File: config.mk
export PLATFORM = sky130hd
export DESIGN_NAME = accm_front
export DESIGN_NICKNAME = d
export VERILOG_FILES = /design/src/design/accm_pkg.sv /design/src/design/accm_front.sv
export VERILOG_INCLUDE_DIRS = /design/src /design/src/design
export SDC_FILE = /design/constraint.sdc
export NUM_CORES = 1
export LEC_CHECK = 0
export BUFFER_PORTS_ARGS = -buffer_cell sky130_fd_sc_hd__buf_4
export CORE_MARGIN = 1.5
export CORE_UTILIZATION = 40
export CTS_BUF_LIST = sky130_fd_sc_hd__clkbuf_4 sky130_fd_sc_hd__clkbuf_8 sky130_fd_sc_hd__clkbuf_16
export CTS_CLUSTER_DIAMETER = 30
export DETAILED_ROUTE_END_ITERATION = 7
export HOLD_SLACK_MARGIN = 0.02
export PLACE_DENSITY_LB_ADDON = 0.3
export SYNTH_ARGS = -nofsm -noshare
export SYNTH_HDL_FRONTEND = slang
export SYNTH_SLANG_ARGS = --single-unit
File: constraint.sdc
create_clock -name clk -period 2.1 [get_ports clk]
set_input_delay 0.315 -clock clk [delete_from_list [all_inputs] [get_ports clk]]
set_output_delay 0.315 -clock clk [all_outputs]
set_load 0.03 [all_outputs]
File: src/design/accumulator_machine_execute_unit_defines.svh
// assertion macros shared by the accumulator machine execute unit modules
// expects clk and rst_n in the scope of each use
`ifndef ACCUMULATOR_MACHINE_EXECUTE_UNIT_DEFINES_SVH
`define ACCUMULATOR_MACHINE_EXECUTE_UNIT_DEFINES_SVH

// checked only out of reset
`define ACCM_ASSERT(lbl, prop, msg) \
  lbl: assert property (@(posedge clk) disable iff (!rst_n) prop) else $error(msg);

// checked on every edge, reset included
`define ACCM_ASSERT_ALWAYS(lbl, prop, msg) \
  lbl: assert property (@(posedge clk) prop) else $error(msg);

`endif

File: src/design/accm_pkg.sv
// shared constants, opcodes, fault codes and interface structs
// for the accumulator machine execute unit; no dependencies
package accm_pkg;

  localparam int MEM_DEPTH   = 1024;
  localparam int ADDR_W      = $clog2(MEM_DEPTH);
  localparam int SP_W        = ADDR_W;
  localparam int QUEUE_DEPTH = 2;
  localparam int QPTR_W      = (QUEUE_DEPTH > 1) ? $clog2(QUEUE_DEPTH) : 1;
  localparam int QCNT_W      = $clog2(QUEUE_DEPTH + 1);

  localparam logic [3:0] OP_LOAD  = 4'd0;
  localparam logic [3:0] OP_STORE = 4'd1;
  localparam logic [3:0] OP_ADD   = 4'd2;
  localparam logic [3:0] OP_SUB   = 4'd3;
  localparam logic [3:0] OP_JMP   = 4'd4;
  localparam logic [3:0] OP_JPG   = 4'd5;
  localparam logic [3:0] OP_JPL   = 4'd6;
  localparam logic [3:0] OP_JPE   = 4'd7;
  localparam logic [3:0] OP_JPNE  = 4'd8;
  localparam logic [3:0] OP_PUSH  = 4'd9;
  localparam logic [3:0] OP_POP   = 4'd10;
  localparam logic [3:0] OP_CALL  = 4'd13;
  localparam logic [3:0] OP_RET   = 4'd14;

  localparam logic [1:0] FAULT_NONE  = 2'd0;
  localparam logic [1:0] FAULT_ADDR  = 2'd1;
  localparam logic [1:0] FAULT_OVER  = 2'd2;
  localparam logic [1:0] FAULT_UNDER = 2'd3;

  typedef enum logic [2:0] {
    CL_MEM,
    CL_JUMP,
    CL_PUSH,
    CL_POP,
    CL_CALL,
    CL_RET,
    CL_NOP
  } cls_t;

  typedef struct packed {
    cls_t               cls;
    logic [3:0]         opcode;
    logic signed [10:0] offset;
  } instr_t;

  // queue head toward the back end
  typedef struct packed {
    logic   valid;
    instr_t item;
  } fq_t;

  // back end control toward the front end
  typedef struct packed {
    logic pop;
    logic clearing;
  } bctl_t;

  function automatic cls_t classify(logic [3:0] op);
    cls_t c;
    case (op)
      OP_LOAD, OP_STORE, OP_ADD, OP_SUB:   c = CL_MEM;
      OP_JMP, OP_JPG, OP_JPL, OP_JPE, OP_JPNE: c = CL_JUMP;
      OP_PUSH: c = CL_PUSH;
      OP_POP:  c = CL_POP;
      OP_CALL: c = CL_CALL;
      OP_RET:  c = CL_RET;
      default: c = CL_NOP;
    endcase
    return c;
  endfunction

  function automatic logic [10:0] sp_view(logic [SP_W-1:0] sp);
    logic [31:0] w;
    w = 32'(sp);
    return w[10:0];
  endfunction

endpackage

File: src/design/accm_front.sv
// front end: takes instruction words, classifies the opcode, queues them
// depends on accm_pkg and the assertion macro header
`include "accumulator_machine_execute_unit_defines.svh"

module accm_front (
  input  logic               clk,
  input  logic               rst_n,
  input  logic               in_valid,
  output logic               in_stall,
  input  logic [3:0]         in_opcode,
  input  logic signed [10:0] in_offset,
  output accm_pkg::fq_t      fq,
  input  accm_pkg::bctl_t    bctl
);
  import accm_pkg::*;

  instr_t              q_mem_r [QUEUE_DEPTH];
  logic [QPTR_W-1:0]   wr_ptr_r, wr_ptr_nxt;
  logic [QPTR_W-1:0]   rd_ptr_r, rd_ptr_nxt;
  logic [QCNT_W-1:0]   cnt_r, cnt_nxt;
  logic                push;
  logic                pop;
  instr_t              new_item;

  function automatic logic [QPTR_W-1:0] ptr_inc(logic [QPTR_W-1:0] p);
    return (p == QPTR_W'(QUEUE_DEPTH - 1)) ? '0 : p + 1'b1;
  endfunction

  assign in_stall = bctl.clearing || (cnt_r == QCNT_W'(QUEUE_DEPTH));
  assign push     = in_valid && !in_stall;
  assign pop      = bctl.pop;

  always_comb begin
    new_item.cls    = classify(in_opcode);
    new_item.opcode = in_opcode;
    new_item.offset = in_offset;
    wr_ptr_nxt = push ? ptr_inc(wr_ptr_r) : wr_ptr_r;
    rd_ptr_nxt = pop ? ptr_inc(rd_ptr_r) : rd_ptr_r;
    cnt_nxt    = cnt_r;
    if (push && !pop) begin
      cnt_nxt = cnt_r + 1'b1;
    end else if (pop && !push) begin
      cnt_nxt = cnt_r - 1'b1;
    end
  end

  always_ff @(posedge clk) begin
    if (!rst_n) begin
      wr_ptr_r <= '0;
      rd_ptr_r <= '0;
      cnt_r    <= '0;
    end else begin
      wr_ptr_r <= wr_ptr_nxt;
      rd_ptr_r <= rd_ptr_nxt;
      cnt_r    <= cnt_nxt;
    end
  end

  always_ff @(posedge clk) begin
    if (push) begin
      q_mem_r[wr_ptr_r] <= new_item;
    end
  end

  assign fq.valid = (cnt_r != '0);
  assign fq.item  = q_mem_r[rd_ptr_r];

  `ACCM_ASSERT(a_cnt_range, cnt_r <= QCNT_W'(QUEUE_DEPTH), "queue count beyond depth")
  `ACCM_ASSERT(a_pop_nonempty, pop |-> (cnt_r != '0), "pop from empty queue")
  `ACCM_ASSERT(a_cnt_grow, (push && !pop) |=> (cnt_r == $past(cnt_r) + 1'b1), "queue count lost a word")

endmodule

# Word-level counts from Yosys, hierarchy flattened
# Memory sizes are Yosys's and may differ from the RTL's. A register that Yosys moved wholly into a read port is not among the register bits.
# Cells that the tools add are included.
[totals]
register_bits = 4
ram_bits = 36
rom_bits = 48
in_bits = 20
output_inout_bits = 20
elab_cells = 27
memories = 2
[classes]
addsub = 4
eq_ne = 1
n_mux = 8
reduce_logical = 9
[memory_table]
columns = ["name", "words", "width", "rd", "rd_clocked_by_memory_dff", "write_ports", "line_no", "source"]
rows = [
  ["(name not given)", 16, 3, 1, 0, 0, "accm_pkg.sv:61", "case (op)"],
  ["q_mem_r", 2, 18, 1, 1, 1, "accm_front.sv:17", "instr_t q_mem_r [QUEUE_DEPTH];"],
]
[ops]
columns = ["operator", "count"]
rows = [
  ["$mux 1", 6],
  ["$mux 2", 2],
  ["$reduce_bool 2->1", 2],
  ["$logic_and 1x1->1", 3],
  ["$logic_not 1->1", 3],
  ["$add 1x1->1 const B", 2],
  ["$add 2x1->2 const B", 1],
  ["$eq 2x2->1 const B", 1],
  ["$sub 2x1->2 const B", 1],
  ["$logic_or 1x1->1", 1],
]

# Logic depth before layout (Yosys ltp)
[depth]
depth_word = 8
mapped_depth = 6
mapped_depth_nobuf = 6

# Worst setup path before layout
# No wires, ideal clock.
[synth_path]
path_type = "flip-flop to flip-flop"
from = "register cnt_r[0]"
to = "memory q_mem_r[0][0] (netlist bit) (enable)"
arrival_ns = 1.530
path_slack_ns = 0.175
stages_incl_launch_ff = 4
synth_period_minus_slack_ns = 1.925
cell_sequence = "dfxtp_1 nand2b_1 and2_1 nor2b_1"
[synth_via]
elab_chain_cells = 6
[synth_lines]
columns = ["item", "line_no", "source"]
rows = [
  ["start: declaration", "accm_front.sv:20", "logic [QCNT_W-1:0] cnt_r, cnt_nxt;"],
  ["start signal: assignment", "accm_front.sv:55", "cnt_r <= cnt_nxt;"],
  ["$eq 2x2->1", "accm_front.sv:29", "assign in_stall = bctl.clearing || (cnt_r == QCNT_W'(QUEUE_DEPTH));"],
  ["$logic_or 1x1->1", "accm_front.sv:29", ""],
  ["$logic_not 1->1", "accm_front.sv:30", "assign push = in_valid && !in_stall;"],
  ["$logic_and 1x1->1", "accm_front.sv:30", ""],
  ["$mux 1", "accm_front.sv:60", "if (push) begin"],
  ["$mux 1 (implied by the code)", "accm_front.sv:61", "q_mem_r[wr_ptr_r] <= new_item;"],
  ["end: declaration", "accm_front.sv:17", ""],
]
# No other way between the ends.

==> impl_metrics.py <==
metrics = {
    "global_route": {
        "use_met3_pct": 5.41,
        "use_met2_pct": 23.8,
        "grt_start_max_net_pins": 19,
        "gr-usage-all-layers_pct": 13.4,
        "met1_usage_pct": 14.2,
        "grt_pass1_vias": 938,
        "overflow": 0,
        "antenna_found_initial": 0,
        "grt_pass1_wl_um": 4190,
        "grt.busiest_layer": "met2",
    },
    "clocking": {
        "cts_buffers": 5,
        "post_cts_resized": 0,
        "clk_latency_ns": 0.28,
        "clockBufferDepth": 2,
        "cts_tree": "done",
        "cts-root-buf": "clkbuf_8",
        "cts_setup_buffers": 0,
        "h-tree-depth": 2,
        "clk_pin_slew_ns": 0.08,
        "clock_sinks": 41,
        "ctsHoldBuffers": 0,
    },
    "worst_setup_path": {
        "rr_worst_depth": 5,
        "critPathArrivalTime_ns": 1.34,
        "start_kind": "flip-flop",
        "end_kind": "output pin",
        "critPathRequiredTime_ns": 1.78,
        "r2r_slack_ns": 0.48,
        "r2r-start": "cnt_r[0]",
        "crit_fanout": 10,
        "r2r_end": "cnt_r[1]",
        "critPathKind": "reg -> out",
    },
    "yosys": {
        "syn-num-nets": 118,
        "syn-instance-count": 94,
        "synth_top_area_share_pct": 66.6,
        "ys_top_cells_by_area": "edfxtp_1, mux2_2, dfxtp_1",
        "syn_area_um2": 1620,
        "synth_seq_cells": 41,
        "yosysMostFrequentCell": "edfxtp_1",
        "synth_largest_area_cell": "edfxtp_1",
        "yosysUniqueCellTypes": 22,
        "ys_warn_count": 0,
        "yosysSeqAreaShare_pct": 72.7,
        "async_flop_share_pct": 0,
        "synth_edf_count": 36,
        "ys.flop_type": "edfxtp_1",
        "syn_area_per_cell_um2": 17.3,
        "synthTopCellsByCount": "edfxtp_1, mux2_2, dfxtp_1",
    },
    "die": {
        "fp.dieArea_um2": 4450,
        "die_w_um": 66.7,
        "initial_core_util_pct": 43.1,
        "io_pins": 40,
        "rows": 22,
        "core_area_um2": 3770,
        "die_h_um": 66.7,
    },
    "run": {
        "cap_violations": 0,
    },
    "drt": {
        "wl_per_cell_um": 13.8,
        "drc": 0,
        "final_antenna_net_count": 0,
        "vias_per_cell": 4.78,
        "drt_iter0_drc": 16,
        "vias": 913,
        "firstDrtPassIters": 4,
        "routed_wl_um": 2650,
    },
    "pwr": {
        "combPwrFrac_pct": 16.3,
        "p_int_mw": 1.56,
        "p_per_area_nw_per_um2": 945,
        "seqPwrFrac_pct": 47.4,
        "clkPwrFrac_pct": 36.2,
        "ir_drop_mv": 0.495,
        "total_power_mw": 2.01,
        "netSwitchingPower_mw": 0.455,
        "switching_share_pct": 22.6,
        "total_leakage_power_nw": 0.835,
    },
    "placed_design": {
        "dp_hpwl_um": 1860,
        "port_buffers": 39,
        "pre_cts_ws_ns": 0.460,
        "gp_congestion": 0.625,
    },
    "sta": {
        "fmax_mhz": 604,
        "tns_ns": 0,
        "layout_min_cycle_time_ns": 1.66,
        "holdWs_ns": 0.212,
        "fin_skew_ns": 0.00234,
        "fin_crit_sh_pct": 78.8,
        "hold_viol": 0,
        "timing_worst_slew_pin_value_ns": 0.352,
        "relSlewSlack_pct": 76.3,
        "fin_ws_ns": 0.444,
        "drv_slew": 0,
        "setup_viol": 0,
        "rsz0062_at_grt": "no",
    },
    "worst_hold_path": {
        "min_path_cells": 1,
        "hp-class": "in -> reg",
        "hold_start": "in_offset[0]",
        "hold_path_end": "q_mem_r[0][0]",
    },
    "finish": {
        "n_antenna_cell": 0,
        "drive_above_1_share_pct": 49.7,
        "nets": 166,
        "fillers": 321,
        "area_growth_pct": 31.0,
    },
    "status": {
        "status": "finished, final reports clean",
    },
}
==> layout make-up <==
cell class / count / area, um2 / share of cell area [%]
inverters: 4 / 15.0 / 0.706
clock buffers: 5 / 68.8 / 3.24
clock inverters: 3 / 65.1 / 3.06
multi-input cells: 47 / 414 / 19.5
repair buffers: 43 / 323 / 15.2
flip-flops and latches: 41 / 1180 / 55.5
well taps: 48 / 60.1 / 2.82
==> flip-flops by register name, indices dropped and copies added (netlist names), named ones only <==
register	count
cnt_r	2
rd_ptr_r	1
wr_ptr_r	1
q_mem_r	36
==> cell usage in the layout, fill, tap and decap left out, types with 2 or more instances in the layout <==
cell type / synthesis / layout
and2_1: 4 / 4
xor2_1: 2 / 2
buf_4: 0 / 43
mux2_2: 18 / 18
nor2b_1: 3 / 2
nand2b_1: 2 / 2
inv_1: 4 / 4
ha_1: 4 / 4
nor2_1: 2 / 2
edfxtp_1: 36 / 36
bufinv_16: 0 / 2
o21ai_0: 3 / 3
dfxtp_1: 5 / 5
clkbuf_8: 0 / 5
==> worst max path at each step <==
stage,startpoint,end,slack (ns),cells after the start
after global placement,in_valid,cnt_r[1],0.54,6
after CTS,flip-flop,fq[12],0.42,3
after global routing,flip-flop,fq[15],0.37,3
after floorplan,cnt_r[0],q_mem_r[0][0],0.18,3
final,flip-flop,fq[12],0.44,3
after detailed placement,in_valid,cnt_r[1],0.46,6
==> kinds of logic (layout without fill, tap and decap cells) <==
logic type,Yosys count,count (layout),synth area share [%]
adder cells (fa/ha/maj),4,4,3.08
XOR/XNOR,3,3,1.62
AND/OR/NAND/NOR,16,16,5.86
multiplexers,18,18,12.5
AO/OA/AOI/OAI,6,6,2.31
flip-flops,41,41,72.7
buffers and inverters,6,55,1.93
==> routing by layer <==
layer	up-vias	part of all wire, %
li1	440	-
met1	442	40
met2	29	53
met3	2	6.7
met4	0	0.53
met5	-	0
==> power groups by stage <==
| stage | Clock [mW] | Combinational, mW | Sequential, mW |
|---|---|---|---|
| final | 0.728 | 0.328 | 0.954 |
| after global routing | 0.789 | 0.352 | 0.958 |
| after CTS | 0.748 | 0.334 | 0.954 |
| after detailed placement | 0 | 0.332 | 0.973 |
| after global placement | 0 | 0.324 | 0.969 |
| after floorplan | 0 | 0.209 | 0.967 |
==> per-stage QoR <==
step	cell area [um2]	cells	util, %
floorplan	1620	94	-
global placement	1990	183	52.9
detailed placement	1990	183	52.9
CTS	2130	191	56.4
global route	2130	191	56.4
finish	2130	191	56.4
==> worst max-delay path, stage by stage, from the launching register on <==
cell     delay (ns)
dfxtp_1        0.33
buf_4          0.19
mux2_2         0.36
buf_4          0.17
(Power assumes the default switching activity.)
